--- config.mk ---
export PLATFORM = sky130hd
export DESIGN_NAME = led_bit_pwm_chunk_encoder
export DESIGN_NICKNAME = d
export VERILOG_FILES = /design/src/design/lbpce_pkg.sv /design/src/design/led_bit_pwm_chunk_encoder.sv /design/src/design/lbpce_front.sv /design/src/design/lbpce_queue.sv /design/src/design/lbpce_back.sv
export VERILOG_INCLUDE_DIRS = /design/src /design/src/design
export SDC_FILE = /design/constraint.sdc
export NUM_CORES = 1
export LEC_CHECK = 0
export BUFFER_PORTS_ARGS = -buffer_cell sky130_fd_sc_hd__buf_2
export CAP_MARGIN = 10
export CORE_MARGIN = 4
export CORE_UTILIZATION = 50
export CTS_CLUSTER_SIZE = 28
export DETAILED_ROUTE_END_ITERATION = 12
export HOLD_SLACK_MARGIN = 0.03
export MAX_ROUTING_LAYER = met4
export PLACE_DENSITY = 0.77
export SYNTH_ARGS = -nofsm -noshare
export SYNTH_HDL_FRONTEND = slang
export SYNTH_HIERARCHICAL = 1
export SYNTH_SLANG_ARGS = --single-unit
--- constraint.sdc ---
create_clock -name clock -period 2 [get_ports clock]
set_input_delay 0.3 -clock clock [delete_from_list [all_inputs] [get_ports clock]]
set_output_delay 0.3 -clock clock [all_outputs]
set_load 0.02 [all_outputs]
--- src/design/assert_macros.svh ---
// ----------------------------------------------------------------------------
// Assertion macros
// Shared concurrent assertion forms, clocked on clock and disabled in reset.
// ----------------------------------------------------------------------------
`ifndef ASSERT_MACROS_SVH
`define ASSERT_MACROS_SVH

// Check that a property holds at every clock edge outside reset.
`define ASSERT_CLK(label, prop, msg) \
   label: assert property (@(posedge clock) disable iff (reset) (prop)) \
      else $error(msg);

// Check that a condition never occurs.
`define ASSERT_NEVER(label, expr, msg) \
   `ASSERT_CLK(label, !(expr), msg)

`endif

--- src/design/lbpce_pkg.sv ---
// ----------------------------------------------------------------------------
// lbpce_pkg
// Shared constants and types of the LED bit PWM chunk encoder.
// ----------------------------------------------------------------------------
`default_nettype none

package lbpce_pkg;

   localparam int CHUNK     = 24;
   localparam int POS_W     = $clog2(CHUNK);
   localparam int PAD_W     = $clog2(CHUNK + 1);
   localparam int DUTY_W    = 8;
   localparam int BYTE_W    = 8;
   localparam int CNT_W     = $clog2(BYTE_W);
   localparam int QDEPTH    = 2;
   localparam int CSR_IDX_W = 2;

   localparam logic [CNT_W-1:0]  LAST_BIT      = CNT_W'(BYTE_W - 1);
   localparam logic [DUTY_W-1:0] ONE_DUTY_RST  = 8'd47;
   localparam logic [DUTY_W-1:0] ZERO_DUTY_RST = 8'd26;
   localparam logic [DUTY_W-1:0] PAD_DUTY      = 8'h00;

   typedef enum logic [CSR_IDX_W-1:0] {
      REG_ONE_DUTY  = 2'd0,
      REG_ZERO_DUTY = 2'd1
   } csr_index_type;

   typedef struct packed {
      logic [BYTE_W-1:0] color_byte;
      logic              last_byte;
      logic [PAD_W-1:0]  pad;
   } entry_type;

endpackage

`default_nettype wire

--- src/design/led_bit_pwm_chunk_encoder.sv ---
// ----------------------------------------------------------------------------
// led_bit_pwm_chunk_encoder
// Turns LED color bytes into PWM compare values, one slot per bit, and pads
// each frame with zero slots up to the end of the current chunk.
//
//   Port group  Direction  Handshake               Payload
//   req_        in         req_push / req_full     color_byte, last_byte
//   rsp_        out        rsp_pop / rsp_empty     duty, last_of_item, frame_done
//   csr_        in         csr_valid / csr_ready   index, wdata
//
// The back-end serializer expands a byte into 8 slots, one slot per cycle
// while the result is taken; a frame's last byte adds its padding, 1 to CHUNK slots.
// The front accepts the next byte into a two-entry queue while the back works.
// Reset is synchronous; no clearing pass follows.
// A held result stalls the serializer; a full queue raises req_full.
// ----------------------------------------------------------------------------
`default_nettype none

module led_bit_pwm_chunk_encoder (
   input  wire logic                            clock,
   input  wire logic                            reset,
   input  wire logic                            req_push,
   output logic                                 req_full,
   input  wire logic [lbpce_pkg::BYTE_W-1:0]    req_color_byte,
   input  wire logic                            req_last_byte,
   output logic                                 rsp_empty,
   input  wire logic                            rsp_pop,
   output logic [lbpce_pkg::DUTY_W-1:0]         rsp_duty,
   output logic                                 rsp_last_of_item,
   output logic                                 rsp_frame_done,
   input  wire logic                            csr_valid,
   output logic                                 csr_ready,
   input  wire logic [lbpce_pkg::CSR_IDX_W-1:0] csr_index,
   input  wire logic [lbpce_pkg::DUTY_W-1:0]    csr_wdata
);

   logic [lbpce_pkg::DUTY_W-1:0] one_duty_ff, one_duty_in;
   logic [lbpce_pkg::DUTY_W-1:0] zero_duty_ff, zero_duty_in;
   logic                         q_push;
   logic                         q_ready;
   logic                         q_valid;
   logic                         q_pop;
   lbpce_pkg::entry_type         q_entry;
   lbpce_pkg::entry_type         q_head;

   always_comb begin
      csr_ready    = 1'b1;
      one_duty_in  = one_duty_ff;
      zero_duty_in = zero_duty_ff;
      if (csr_valid) begin
         unique case (csr_index)
            lbpce_pkg::REG_ONE_DUTY:  one_duty_in  = csr_wdata;
            lbpce_pkg::REG_ZERO_DUTY: zero_duty_in = csr_wdata;
            default: ;
         endcase
      end
   end

   always_ff @(posedge clock) begin
      if (reset) begin
         one_duty_ff  <= lbpce_pkg::ONE_DUTY_RST;
         zero_duty_ff <= lbpce_pkg::ZERO_DUTY_RST;
      end else begin
         one_duty_ff  <= one_duty_in;
         zero_duty_ff <= zero_duty_in;
      end
   end

   lbpce_front u_front (
      .clock          (clock),
      .reset          (reset),
      .req_push       (req_push),
      .req_full       (req_full),
      .req_color_byte (req_color_byte),
      .req_last_byte  (req_last_byte),
      .q_ready        (q_ready),
      .q_push         (q_push),
      .q_entry        (q_entry)
   );

   lbpce_queue u_queue (
      .clock      (clock),
      .reset      (reset),
      .push       (q_push),
      .push_entry (q_entry),
      .ready      (q_ready),
      .pop        (q_pop),
      .valid      (q_valid),
      .head       (q_head)
   );

   lbpce_back u_back (
      .clock            (clock),
      .reset            (reset),
      .one_duty         (one_duty_ff),
      .zero_duty        (zero_duty_ff),
      .q_valid          (q_valid),
      .q_head           (q_head),
      .q_pop            (q_pop),
      .rsp_empty        (rsp_empty),
      .rsp_pop          (rsp_pop),
      .rsp_duty         (rsp_duty),
      .rsp_last_of_item (rsp_last_of_item),
      .rsp_frame_done   (rsp_frame_done)
   );

endmodule

`default_nettype wire

--- src/design/lbpce_front.sv ---
// ----------------------------------------------------------------------------
// lbpce_front
// Accepts color bytes, tracks the chunk position and works out the padding
// count that a frame's last byte needs.
// ----------------------------------------------------------------------------
`default_nettype none

module lbpce_front (
   input  wire logic                         clock,
   input  wire logic                         reset,
   input  wire logic                         req_push,
   output logic                              req_full,
   input  wire logic [lbpce_pkg::BYTE_W-1:0] req_color_byte,
   input  wire logic                         req_last_byte,
   input  wire logic                         q_ready,
   output logic                              q_push,
   output lbpce_pkg::entry_type              q_entry
);

   logic [lbpce_pkg::POS_W-1:0] pos_ff;
   logic [lbpce_pkg::POS_W-1:0] pos_in;
   logic [lbpce_pkg::POS_W:0]   sum;
   logic [lbpce_pkg::POS_W-1:0] wrapped;

   always_comb begin
      req_full = !q_ready;
      q_push   = req_push && q_ready;
      sum      = {1'b0, pos_ff} + (lbpce_pkg::POS_W + 1)'(lbpce_pkg::BYTE_W);
      if (sum >= (lbpce_pkg::POS_W + 1)'(lbpce_pkg::CHUNK)) begin
         wrapped = lbpce_pkg::POS_W'(sum - (lbpce_pkg::POS_W + 1)'(lbpce_pkg::CHUNK));
      end else begin
         wrapped = lbpce_pkg::POS_W'(sum);
      end
      q_entry.color_byte = req_color_byte;
      q_entry.last_byte  = req_last_byte;
      q_entry.pad        = lbpce_pkg::PAD_W'(lbpce_pkg::CHUNK)
                         - lbpce_pkg::PAD_W'(wrapped);
      pos_in = pos_ff;
      if (q_push) begin
         pos_in = req_last_byte ? '0 : wrapped;
      end
   end

   always_ff @(posedge clock) begin
      if (reset) begin
         pos_ff <= '0;
      end else begin
         pos_ff <= pos_in;
      end
   end

endmodule

`default_nettype wire

--- src/design/lbpce_queue.sv ---
// ----------------------------------------------------------------------------
// lbpce_queue
// Short register queue of classified items between front and back.
// ----------------------------------------------------------------------------
`default_nettype none

`include "assert_macros.svh"

module lbpce_queue (
   input  wire logic                  clock,
   input  wire logic                  reset,
   input  wire logic                  push,
   input  wire lbpce_pkg::entry_type  push_entry,
   output logic                       ready,
   input  wire logic                  pop,
   output logic                       valid,
   output lbpce_pkg::entry_type       head
);

   localparam int PTR_W = (lbpce_pkg::QDEPTH > 1) ? $clog2(lbpce_pkg::QDEPTH) : 1;
   localparam int CNT_W = $clog2(lbpce_pkg::QDEPTH + 1);

   lbpce_pkg::entry_type entry_ff [lbpce_pkg::QDEPTH];
   logic [PTR_W-1:0] wr_ptr_ff;
   logic [PTR_W-1:0] wr_ptr_in;
   logic [PTR_W-1:0] rd_ptr_ff;
   logic [PTR_W-1:0] rd_ptr_in;
   logic [CNT_W-1:0] count_ff;
   logic [CNT_W-1:0] count_in;
   logic             do_push;
   logic             do_pop;

   always_comb begin
      ready   = count_ff != CNT_W'(lbpce_pkg::QDEPTH);
      valid   = count_ff != '0;
      head    = entry_ff[rd_ptr_ff];
      do_push = push && ready;
      do_pop  = pop && valid;
      wr_ptr_in = wr_ptr_ff;
      rd_ptr_in = rd_ptr_ff;
      if (do_push) begin
         wr_ptr_in = (wr_ptr_ff == PTR_W'(lbpce_pkg::QDEPTH - 1)) ? '0 : wr_ptr_ff + 1'b1;
      end
      if (do_pop) begin
         rd_ptr_in = (rd_ptr_ff == PTR_W'(lbpce_pkg::QDEPTH - 1)) ? '0 : rd_ptr_ff + 1'b1;
      end
      count_in = count_ff + CNT_W'(do_push) - CNT_W'(do_pop);
   end

   always_ff @(posedge clock) begin
      if (do_push) begin
         entry_ff[wr_ptr_ff] <= push_entry;
      end
      if (reset) begin
         wr_ptr_ff <= '0;
         rd_ptr_ff <= '0;
         count_ff  <= '0;
      end else begin
         wr_ptr_ff <= wr_ptr_in;
         rd_ptr_ff <= rd_ptr_in;
         count_ff  <= count_in;
      end
   end

   `ASSERT_NEVER(a_q_overflow, push && !ready, "item pushed into a full queue")
   `ASSERT_CLK(a_q_count, count_ff <= CNT_W'(lbpce_pkg::QDEPTH), "queue count out of range")

endmodule

`default_nettype wire

--- src/design/lbpce_back.sv ---
// ----------------------------------------------------------------------------
// lbpce_back
// Serializes each queued byte MSB first into duty slots, appends the frame
// padding and holds the current result in an output register.
// ----------------------------------------------------------------------------
`default_nettype none

`include "assert_macros.svh"

module lbpce_back (
   input  wire logic                         clock,
   input  wire logic                         reset,
   input  wire logic [lbpce_pkg::DUTY_W-1:0] one_duty,
   input  wire logic [lbpce_pkg::DUTY_W-1:0] zero_duty,
   input  wire logic                         q_valid,
   input  wire lbpce_pkg::entry_type         q_head,
   output logic                              q_pop,
   output logic                              rsp_empty,
   input  wire logic                         rsp_pop,
   output logic [lbpce_pkg::DUTY_W-1:0]      rsp_duty,
   output logic                              rsp_last_of_item,
   output logic                              rsp_frame_done
);

   logic                              busy_ff, busy_in;
   logic                              padding_ff, padding_in;
   logic                              last_ff, last_in;
   logic [lbpce_pkg::BYTE_W-1:0]      shift_ff, shift_in;
   logic [lbpce_pkg::CNT_W-1:0]       bit_cnt_ff, bit_cnt_in;
   logic [lbpce_pkg::PAD_W-1:0]       pad_left_ff, pad_left_in;
   logic                              out_valid_ff, out_valid_in;
   logic [lbpce_pkg::DUTY_W-1:0]      out_duty_ff, out_duty_in;
   logic                              out_last_ff, out_last_in;
   logic                              out_done_ff, out_done_in;
   logic                              adv;
   logic                              fire;
   logic                              final_slot;
   logic                              load;
   logic [lbpce_pkg::DUTY_W-1:0]      slot_duty;

   always_comb begin
      adv = !out_valid_ff || rsp_pop;
      fire = busy_ff && adv;
      if (padding_ff) begin
         final_slot = pad_left_ff == lbpce_pkg::PAD_W'(1);
         slot_duty  = lbpce_pkg::PAD_DUTY;
      end else begin
         final_slot = (bit_cnt_ff == lbpce_pkg::LAST_BIT) && !last_ff;
         slot_duty  = shift_ff[lbpce_pkg::BYTE_W-1] ? one_duty : zero_duty;
      end
      load  = q_valid && (!busy_ff || (fire && final_slot));
      q_pop = load;

      busy_in     = busy_ff;
      padding_in  = padding_ff;
      last_in     = last_ff;
      shift_in    = shift_ff;
      bit_cnt_in  = bit_cnt_ff;
      pad_left_in = pad_left_ff;
      if (fire) begin
         if (padding_ff) begin
            pad_left_in = pad_left_ff - 1'b1;
         end else begin
            shift_in   = shift_ff << 1;
            bit_cnt_in = bit_cnt_ff + 1'b1;
            if (bit_cnt_ff == lbpce_pkg::LAST_BIT && last_ff) begin
               padding_in = 1'b1;
            end
         end
         if (final_slot) begin
            busy_in    = 1'b0;
            padding_in = 1'b0;
         end
      end
      if (load) begin
         busy_in     = 1'b1;
         padding_in  = 1'b0;
         last_in     = q_head.last_byte;
         shift_in    = q_head.color_byte;
         bit_cnt_in  = '0;
         pad_left_in = q_head.pad;
      end

      out_valid_in = out_valid_ff;
      out_duty_in  = out_duty_ff;
      out_last_in  = out_last_ff;
      out_done_in  = out_done_ff;
      if (adv) begin
         out_valid_in = busy_ff;
      end
      if (fire) begin
         out_duty_in = slot_duty;
         out_last_in = final_slot;
         out_done_in = padding_ff && final_slot;
      end

      rsp_empty        = !out_valid_ff;
      rsp_duty         = out_duty_ff;
      rsp_last_of_item = out_last_ff;
      rsp_frame_done   = out_done_ff;
   end

   always_ff @(posedge clock) begin
      last_ff     <= last_in;
      shift_ff    <= shift_in;
      bit_cnt_ff  <= bit_cnt_in;
      pad_left_ff <= pad_left_in;
      out_duty_ff <= out_duty_in;
      out_last_ff <= out_last_in;
      out_done_ff <= out_done_in;
      if (reset) begin
         busy_ff      <= 1'b0;
         padding_ff   <= 1'b0;
         out_valid_ff <= 1'b0;
      end else begin
         busy_ff      <= busy_in;
         padding_ff   <= padding_in;
         out_valid_ff <= out_valid_in;
      end
   end

   `ASSERT_NEVER(a_pad_state, padding_ff && (!busy_ff || !last_ff || pad_left_ff == '0),
      "padding without a pending frame end")
   `ASSERT_CLK(a_done_last, (out_valid_ff && out_done_ff) |-> out_last_ff,
      "frame_done without last_of_item")

endmodule

`default_nettype wire

Yosys cells after proc, flatten, opt, wreduce, memory -nomap -nowiden
Memories as Yosys holds them, arrays and structs flattened. A register that Yosys moved wholly into a read port is not among the register bits.
Cells that the tools add are included.
{"block": "op_classes", "mux": 22, "n_lt_le_gt_ge": 1, "n_addsub": 9, "bitwise_logic": 1, "n_reduce_logical": 27, "eq_ne": 5}
{"operator": "2-to-1 mux 8 bit", "count": 4}
{"operator": "2-to-1 mux 5 bit", "count": 5}
{"operator": "2-to-1 mux 1 bit", "count": 13}
{"operator": "AND reduction 2 bit", "count": 6}
{"operator": "logical AND 1 bit", "count": 9}
{"operator": "nonzero test 2 bit", "count": 4}
{"operator": "adder 5 x 4 -> 6 bit, second input constant", "count": 1}
{"operator": "greater-or-equal comparator 6 x 5 -> 1 bit, second input constant", "count": 1}
{"operator": "equality test 5 x 1 -> 1 bit, second input constant", "count": 1}
{"operator": "subtractor 5 x 1 -> 5 bit, second input constant", "count": 1}
{"operator": "subtractor 5 bit, first input constant", "count": 1}
{"operator": "subtractor 5 bit, second input constant", "count": 1}
{"operator": "zero test 1 bit", "count": 4}
{"operator": "inequality test 2 bit, second input constant", "count": 2}
{"operator": "adder 3 x 1 -> 3 bit, second input constant", "count": 1}
{"operator": "equality test 3 bit, second input constant", "count": 1}
{"operator": "adder 1 bit, second input constant", "count": 2}
{"operator": "adder 2 x 1 -> 2 bit", "count": 1}
{"operator": "equality test 2 x 1 -> 1 bit, second input constant", "count": 1}
{"operator": "zero test 2 bit", "count": 1}
{"operator": "logical OR 1 bit", "count": 2}
{"operator": "OR reduction 2 bit", "count": 1}
{"operator": "subtractor 2 x 1 -> 2 bit", "count": 1}
{"operator": "NOT 1 bit", "count": 1}
{"block": "totals", "inputBits": 24, "mem_bits_rw": 28, "wordCells": 82, "memories": 1, "output_inout_bits": 13, "reg_bits": 55}
{"name": "u_queue.entry_ff", "depth": 2, "width": 14, "read_ports": 1, "rd_clocked_by_memory_dff": 1, "wr": 1, "line_no": "lbpce_queue.sv:23", "text": "lbpce_pkg::entry_type entry_ff [lbpce_pkg::QDEPTH];"}

Longest topological paths before layout
Gate-level depths: netlist of the first run.
{"block": "logic_depth", "word_depth": 9, "ltp_mapped": 11, "ltp_nobuf": 10}

Hierarchy
Netlist of the first run, hierarchy kept.
{"module": "lbpce_back", "seq_area_each_um2": 840.8, "n_inst": 1, "cells_each": 106, "area_each_um2": 1423.9}
{"module": "lbpce_queue", "seq_area_each_um2": 940.9, "n_inst": 1, "cells_each": 72, "area_each_um2": 1261.2}
{"module": "led_bit_pwm_chunk_encoder", "seq_area_each_um2": 320.3, "n_inst": 1, "cells_each": 69, "area_each_um2": 698.2}
{"module": "lbpce_front", "seq_area_each_um2": 40.0, "n_inst": 1, "cells_each": 29, "area_each_um2": 232.7}

Worst setup path before layout of the first run
Ideal clock, no wire load.
{"block": "synth_timing", "kind": "register to register", "startpoint": "register u_back/pad_left_ff[1] in the netlist's numbering", "endpoint": "register u_queue.count_ff[1]", "stages_incl_launch_ff": 12, "slack_ps": -189, "setup_ps": 123, "t_required_ps": 1877, "synth_period_minus_slack_ps": 2189, "path_buffers": 1, "arrival_time_ps": 2065, "path_cell_list": "edfxtp_1 > inv_1 > ha_1 > nand4b_4 > a31oi_4 > buf_8 > nand3_1 > o21ai_0 > nor2_1 > ha_1 > and2b_1 > mux2_1"}
{"block": "synth_between", "elab_chain_cells": 7}
{"element": "start, declared", "line_no": "lbpce_back.sv:30", "text": "logic [lbpce_pkg::PAD_W-1:0] pad_left_ff, pad_left_in;"}
{"element": "start signal, assigned", "line_no": "lbpce_back.sv:107", "text": "pad_left_ff <= pad_left_in;"}
{"element": "equality test 5 x 1 -> 1 bit", "line_no": "lbpce_back.sv:45", "text": "final_slot = pad_left_ff == lbpce_pkg::PAD_W'(1);"}
{"element": "2-to-1 mux 1 bit", "line_no": "lbpce_back.sv:44", "text": "if (padding_ff) begin"}
{"element": "logical AND 1 bit", "line_no": "lbpce_back.sv:51", "text": "load = q_valid && (!busy_ff || (fire && final_slot));"}
{"element": "logical OR 1 bit", "line_no": "lbpce_back.sv:51"}
{"element": "logical AND 1 bit", "line_no": "lbpce_back.sv:51"}
{"element": "named net q_pop", "line_no": "led_bit_pwm_chunk_encoder.sv:42", "text": "logic q_pop;"}
{"element": "logical AND 1 bit", "line_no": "lbpce_queue.sv:38", "text": "do_pop = pop && valid;"}
{"element": "subtractor 2 x 1 -> 2 bit", "line_no": "lbpce_queue.sv:47", "text": "count_in = count_ff + CNT_W'(do_push) - CNT_W'(do_pop);"}
{"element": "end signal, assigned", "line_no": "lbpce_queue.sv:61", "text": "count_ff <= count_in;"}
{"element": "end, declared", "line_no": "lbpce_queue.sv:28", "text": "logic [CNT_W-1:0] count_ff;"}
The timed path passes the listed nets, and every way through them passes these cells.
A chain may end at the register's enable or synchronous reset.

Final worst setup path of the first run
Ends and elaborated chain as after synthesis.

==> flow_summary.toml, run 1 <==
[status]
status = "complete, no violations"

[placed_design]
dpl_worst_slack_ps = -47.9
post-dp-hpwl_mm = 4.12
portBuffers = 35
gp_congestion = 0.742

[cells_and_area]
final_common_cell = "edfxtp_1"
diodes = 0
area_growth_pct = 14.0
final_layout_size_suffix_gt1_frac = 0.339
final_nets = 348
final_cell_mix = "52 x edfxtp_1, 35 x buf_2, 32 x nor2_1"

[yosys]
ys_ff_latch = 81
ys_seq_area_frac = 0.592
synth_top_family_by_area = "multiplexers"
synth-simple-area-share = 0.111
yosysWarnings = 6
ys_async_sr_fraction = 0
avgSynthCellArea_um2 = 13.1
synth_mux_area_frac = 0.153
synth_cells = 276
synth_compound_area_frac = 0.0495
synth_top_area_share = 0.432
synth_edf_count = 52
synthesis.area_um2 = 3620
yosys.area.top_type = "edfxtp_1"
synth_fa_ha_area_frac = 0.0242
ys.flop_type = "edfxtp_1"
synth_xor_area_frac = 0.0121
synth.area.top_cells = "edfxtp_1 43%, dfxtp_1 16%, mux2i_1 6.9%"
synth.distinct_cells = 46

[setup_path]
cp_slowest_cell = "edfxtp_1"
reg2reg_depth = 10
critPathLaunchType = "register"
crit_type = "register to register"
path_delay_family = "simple AND/OR/NAND/NOR gates"
worst-path-buf-inv = 1
arrival_ps = 2220
crit_required_ps = 2230
reg2reg_slack_ps = 9
cpPeakStageDelay_ps = 420
end_kind = "register"
worstPathMaxFanout = 7
worstPathCellList = "inv_2 -> ha_4 -> nand4b_4 -> a31oi_4 -> nand3_2 -> o21ai_2 -> nor2_1 -> ha_2 -> and2b_1 -> mux2_4"
r2r_start = "u_back/pad_left_ff[1]$_DFFE_PP_"
rr_endpoint = "u_queue/count_ff[1]$_SDFF_PP0_"

[drt]
drt_iter0_drc = 86
routedWlPerCell_um = 14.1
routed_wl_mm = 5.90
via_count = 2099
postRouteAntennaNets = 0
via_per_inst = 5.02
drc = 0
drt-pass1-iter-count = 4

[timing]
rsz0062_at_grt = "yes"
layout_setup_ws_ps = 8.56
fin_crit_sh = 0.996
max_freq_ghz = 0.502
hold_viol = 0
skew_ps = 10.8
tightest_slew_ps = 660
setup_viol_count_final = 0
drv_slew = 0
fin_crit_ps = 1990
whs_ps = 138
relSlewSlack = 0.560

[worst_hold_path]
worstHoldEndpoint = "u_queue/entry_ff[1][8]$_DFFE_PP_"
hold_start = "req_color_byte[2]"
hp-class = "input port to register"
hold_depth = 1

[clock_network]
cts_inserted_buffers = 9
htreeDepth = 3
cts_tree = "built"
cts_hold_buffers = 0
cts.sinks = 81
clockRootBuffer = "clkbuf_8"
clock_latency_ps = 340
path_clk_slew_ps = 80
cts_max_path_buffers = 2

[global_routing]
grt_pass1_wl_mm = 9.69
grt_pass1_vias = 2119
track_usage = 0.152
grt-ovfl-total = 0
grt_max_degree = 21
antenna_found_initial = 0

[power]
clkPwrFrac = 0.214
p_switching_w = 0.00165
p_comb_frac = 0.312
p_int_w = 0.00373
vdd_drop_max_v = 0.000660
power_density_nw_per_um2 = 1310
seqPwrFrac = 0.474
switching_share = 0.307
leakage_nw = 1.64

[floorplan]
core_area_um2 = 6910
chipWidth_um = 93.0
num_io_pins = 37
die-area_um2 = 8660
rows = 30
start_util = 0.524
dieHeight_um = 93.0

[job]
cap_viol_max_count = 0
-- how the worst max path moves through the flow --
| stage | to | slack, ps | cells past startpoint | from |
|---|---|---|---|---|
| after detailed placement | u_back/shift_ff[7]$_DFFE_PP_ | -50 | 6 | u_back/pad_left_ff[1]$_DFFE_PP_ |
| after global routing | u_queue/count_ff[1]$_SDFF_PP0_ | -100 | 10 | u_back/pad_left_ff[1]$_DFFE_PP_ |
| after CTS | u_queue/count_ff[1]$_SDFF_PP0_ | 4 | 10 | u_back/pad_left_ff[1]$_DFFE_PP_ |
| after global placement | u_back/shift_ff[2]$_DFFE_PP_ | 40 | 6 | u_back/pad_left_ff[1]$_DFFE_PP_ |
| final | u_queue/count_ff[1]$_SDFF_PP0_ | 9 | 10 | u_back/pad_left_ff[1]$_DFFE_PP_ |
| after floorplan | u_queue/count_ff[1]$_SDFF_PP0_ | -160 | 11 | u_back/pad_left_ff[1]$_DFFE_PP_ |
-- cells by family (layout without fill, tap and decap cells) --
family,Yosys count,count (layout)
muxes,51,51
buffers and inverters,34,78
other,2,4
xor gates and xnor gates,5,5
and+or+nand+nor,72,72
AOI/OAI and AO/OA,24,24
DFF,81,81
adders and majority gates,7,7
-- routing by layer --
layer  wire, um  GRT usage  share of wire
met3        290     0.0483          0.049
met4         93     0.0574          0.016
met5          0          -              0
met2       2870      0.244           0.49
met1       2650      0.181           0.45
-- cell usage after synthesis, drive strengths merged (2+ instances only) --
cell type	n
nor3b	2
clkbuf	2
conb	2
nand2b	16
nand2	6
mux2i	25
xnor2	2
a21bo	4
dfxtp	29
a21oi	6
mux2	26
inv	13
xor2	3
a21o	2
nor2b	2
a31oi	2
ha	7
edfxtp	52
nand4b	3
a211oi	2
nor2	33
o21ai	6
buf	19
and2	2
-- sequential cells by signal, indices dropped and copies added (netlist names), 2 cells and up, named ones only --
name	count
u_back/shift_ff	8
u_back/bit_cnt_ff	3
u_back/pad_left_ff	5
u_front/pos_ff	2
u_queue/count_ff	2
one_duty_ff	8
zero_duty_ff	8
u_back/rsp_duty	8
u_queue/entry_ff	28
-- per-stage QoR --
| stage | instances | area, um^2 | power [W] | TNS, ps | util |
|---|---|---|---|---|---|
| after floorplan | 278 | 3640 | 0.00376 | -159 | - |
| after global placement | 400 | 3870 | 0.00409 | 0 | 0.561 |
| after detailed placement | 400 | 3870 | 0.00418 | -371 | 0.561 |
| after CTS | 416 | 4090 | 0.00538 | 0 | 0.592 |
| after global routing | 418 | 4120 | 0.00572 | -140 | 0.597 |
| final | 418 | 4120 | 0.00538 | 0 | 0.597 |
-- power groups by stage --
stage | combinational (W) | sequential [W] | clock (W)
finish | 0.00168 | 0.00255 | 0.00115
global route | 0.00185 | 0.00259 | 0.00127
CTS | 0.00165 | 0.00255 | 0.00119
detailed placement | 0.00161 | 0.00257 | 0
global placement | 0.00154 | 0.00255 | 0
floorplan | 0.00118 | 0.00257 | 0
-- worst reg2reg max path, cell delays in order, from the launching register on --
cell and delay (ps):
edfxtp_1 420, inv_2 110, ha_4 140, nand4b_4 130, a31oi_4 270, nand3_2 100
o21ai_2 70, nor2_1 60, ha_2 170, and2b_1 150, mux2_4 260
-- area by class of cell --
cell class              count  area (um^2)
clock buffers              10          128
clock inverters             6         68.8
fillers                   571         2780
inverters                  13         48.8
multi-input cells         163         1330
flip-flops and latches     81         2140
well taps                  96          120
repair buffers             49          284
-- repair_timing --
action | in CTS | in global routing
endpoints found under the setup margin | 17 | 3
pin swaps | 1 | 2
hold endpoints to repair | 0 | 0
gates resized for setup | 6 | 4
buffers inserted | 0 | 2
Note: power is estimated with default switching activity, not from simulation.
==> inputs of run 2 (changes only) <==
--- a/config.mk
+++ b/config.mk
@@ -8,13 +8,14 @@
 export LEC_CHECK = 0
 export BUFFER_PORTS_ARGS = -buffer_cell sky130_fd_sc_hd__buf_2
 export CAP_MARGIN = 10
+export CORE_ASPECT_RATIO = 1.75
 export CORE_MARGIN = 4
-export CORE_UTILIZATION = 50
+export CORE_UTILIZATION = 53
 export CTS_CLUSTER_SIZE = 28
 export DETAILED_ROUTE_END_ITERATION = 12
 export HOLD_SLACK_MARGIN = 0.03
 export MAX_ROUTING_LAYER = met4
-export PLACE_DENSITY = 0.77
+export PLACE_DENSITY = 0.81
 export SYNTH_ARGS = -nofsm -noshare
 export SYNTH_HDL_FRONTEND = slang
 export SYNTH_HIERARCHICAL = 1
==> flow_summary.toml, run 2 (synthesis gave the netlist of run 1 again) <==
[timing]
max_freq_ghz = 0.528
tightest_slew_ps = 674
rsz0062_at_grt = "no"
setup_viol_count_final = 0
drv_slew = 0
fin_crit_ps = 1890
skew_ps = 4.22
fin_crit_sh = 0.947
hold_viol = 0
whs_ps = 153
relSlewSlack = 0.551
layout_setup_ws_ps = 105

[placed_design]
portBuffers = 35
dp_cells = 384
gp_congestion = 0.828
post-dp-hpwl_mm = 4.10
dpl_worst_slack_ps = -7.71

[cells_and_area]
final_layout_size_suffix_gt1_frac = 0.326
final_common_cell = "edfxtp_1"
largest_reg_flops = 28
diodes = 0
final_cell_count_no_fill = 401
area_growth_pct = 15.0
final_util = 0.631
regMostFlops = "u_queue/entry_ff"
final_cell_mix = "52 x edfxtp_1, 35 x buf_2, 32 x nor2_1"
final_nets = 345

[global_routing]
grt_max_degree = 40
grt_pass1_vias = 2177
grt-ovfl-total = 0
grt_pass1_wl_mm = 10.0
antenna_found_initial = 0
track_usage = 0.167

[clock_network]
cts.sinks = 81
clock_latency_ps = 340
clockRootBuffer = "clkbuf_16"
cts_inserted_buffers = 9
cts_max_path_buffers = 2
cts_tree = "built"
htreeDepth = 3
path_clk_slew_ps = 50

[power]
leakage_nw = 1.64
vdd_drop_max_v = 0.000740
power_density_nw_per_um2 = 1360
total_power_w = 0.00566

[setup_path]
worstPathCellList = "inv_2 -> ha_4 -> nand4b_4 -> a31oi_4 -> nand3_2 -> o21ai_1 -> nor2_1 -> ha_2 -> and2b_1 -> mux2_4"
cp_slowest_cell = "edfxtp_1"
crit_type = "register to register"
crit_required_ps = 2220
arrival_ps = 2120
end_kind = "register"
cpPeakStageDelay_ps = 390
worstPathMaxFanout = 5
critPathLaunchType = "register"

[drt]
routedWlPerCell_um = 14.9
drt_iter0_drc = 140
postRouteAntennaNets = 0
wl_met2_mm = 3.23
wl_met1_mm = 2.25
wl_met3_um = 319
highest_layer = "met4"
via_count = 2078
via_per_inst = 5.18
drt-pass1-iter-count = 4
drc = 0
routed_wl_mm = 5.98

[floorplan]
chipWidth_um = 70.4
rows = 39
core_area_um2 = 6590
die-area_um2 = 8260
start_util = 0.549
dieHeight_um = 117
num_io_pins = 37

[job]
cap_viol_max_count = 0

[worst_hold_path]
hp-class = "input port to register"

[status]
status = "complete, no violations"
## run 2: metal layers
layer,track usage,vias to the layer above
met3,0.0547,14
li1,-,1028
met2,0.288,54
met1,0.163,982
met4,0.0997,0
met5,-,-
## run 2: critical path: cells and delay by family (launching register included)
kind	cells	cell delay (ps)
adders and majority gates	2	300
buffers and inverters	1	90
muxes	1	250
DFF	1	390
AOI/OAI and AO/OA	2	320
and+or+nand+nor	4	420
## run 2: report_power, final
group / leakage [nW] / total [W] / internal (W) / switching [W]
logic: 0.798 / 0.00165 / 0.000797 / 0.000854
registers: 0.721 / 0.00258 / 0.00235 / 0.000233
clock network: 0.125 / 0.00142 / 0.000836 / 0.000587
total: 1.64 / 0.00566 / 0.00398 / 0.00167
## run 2: cell type report
cell class                      instances  area (um^2)
Fill cell                             522         2430
Sequential cell                        81         2150
Multi-Input combinational cell        163         1340
Timing Repair Buffer                   46          262
Clock buffer                           13          240
Tap cell                               82          103
Inverter                               13         48.8
Clock inverter                          3         17.5
## run 2: worst paths after layout
check / startpoint / to / slack [ps] / cells after the start
hold reg to reg: zero_duty_ff[6]$_SDFFE_PP0P_ / zero_duty_ff[6]$_SDFFE_PP0P_ / 480 / 2
hold / removal: req_color_byte[4] / u_queue/entry_ff[1][10]$_DFFE_PP_ / 150 / 1
setup / recovery: u_back/pad_left_ff[1]$_DFFE_PP_ / u_queue/count_ff[1]$_SDFF_PP0_ / 110 / 10
setup reg to reg: u_back/pad_left_ff[1]$_DFFE_PP_ / u_queue/count_ff[1]$_SDFF_PP0_ / 110 / 10
## run 2: what timing repair did
item,CTS,global route
endpoints found under the hold margin,0,0
pin swaps,0,2
hold buffers,0,0
setup endpoints to repair,2,14
gates resized for setup,2,11
setup buffers,0,1
## run 2: per-stage QoR
stage | area (um^2) | TNS [ps]
final | 4160 | 0
after global routing | 4160 | 0
after CTS | 4110 | 0
after detailed placement | 3840 | -7.71
after global placement | 3840 | 0
after floorplan | 3640 | -159
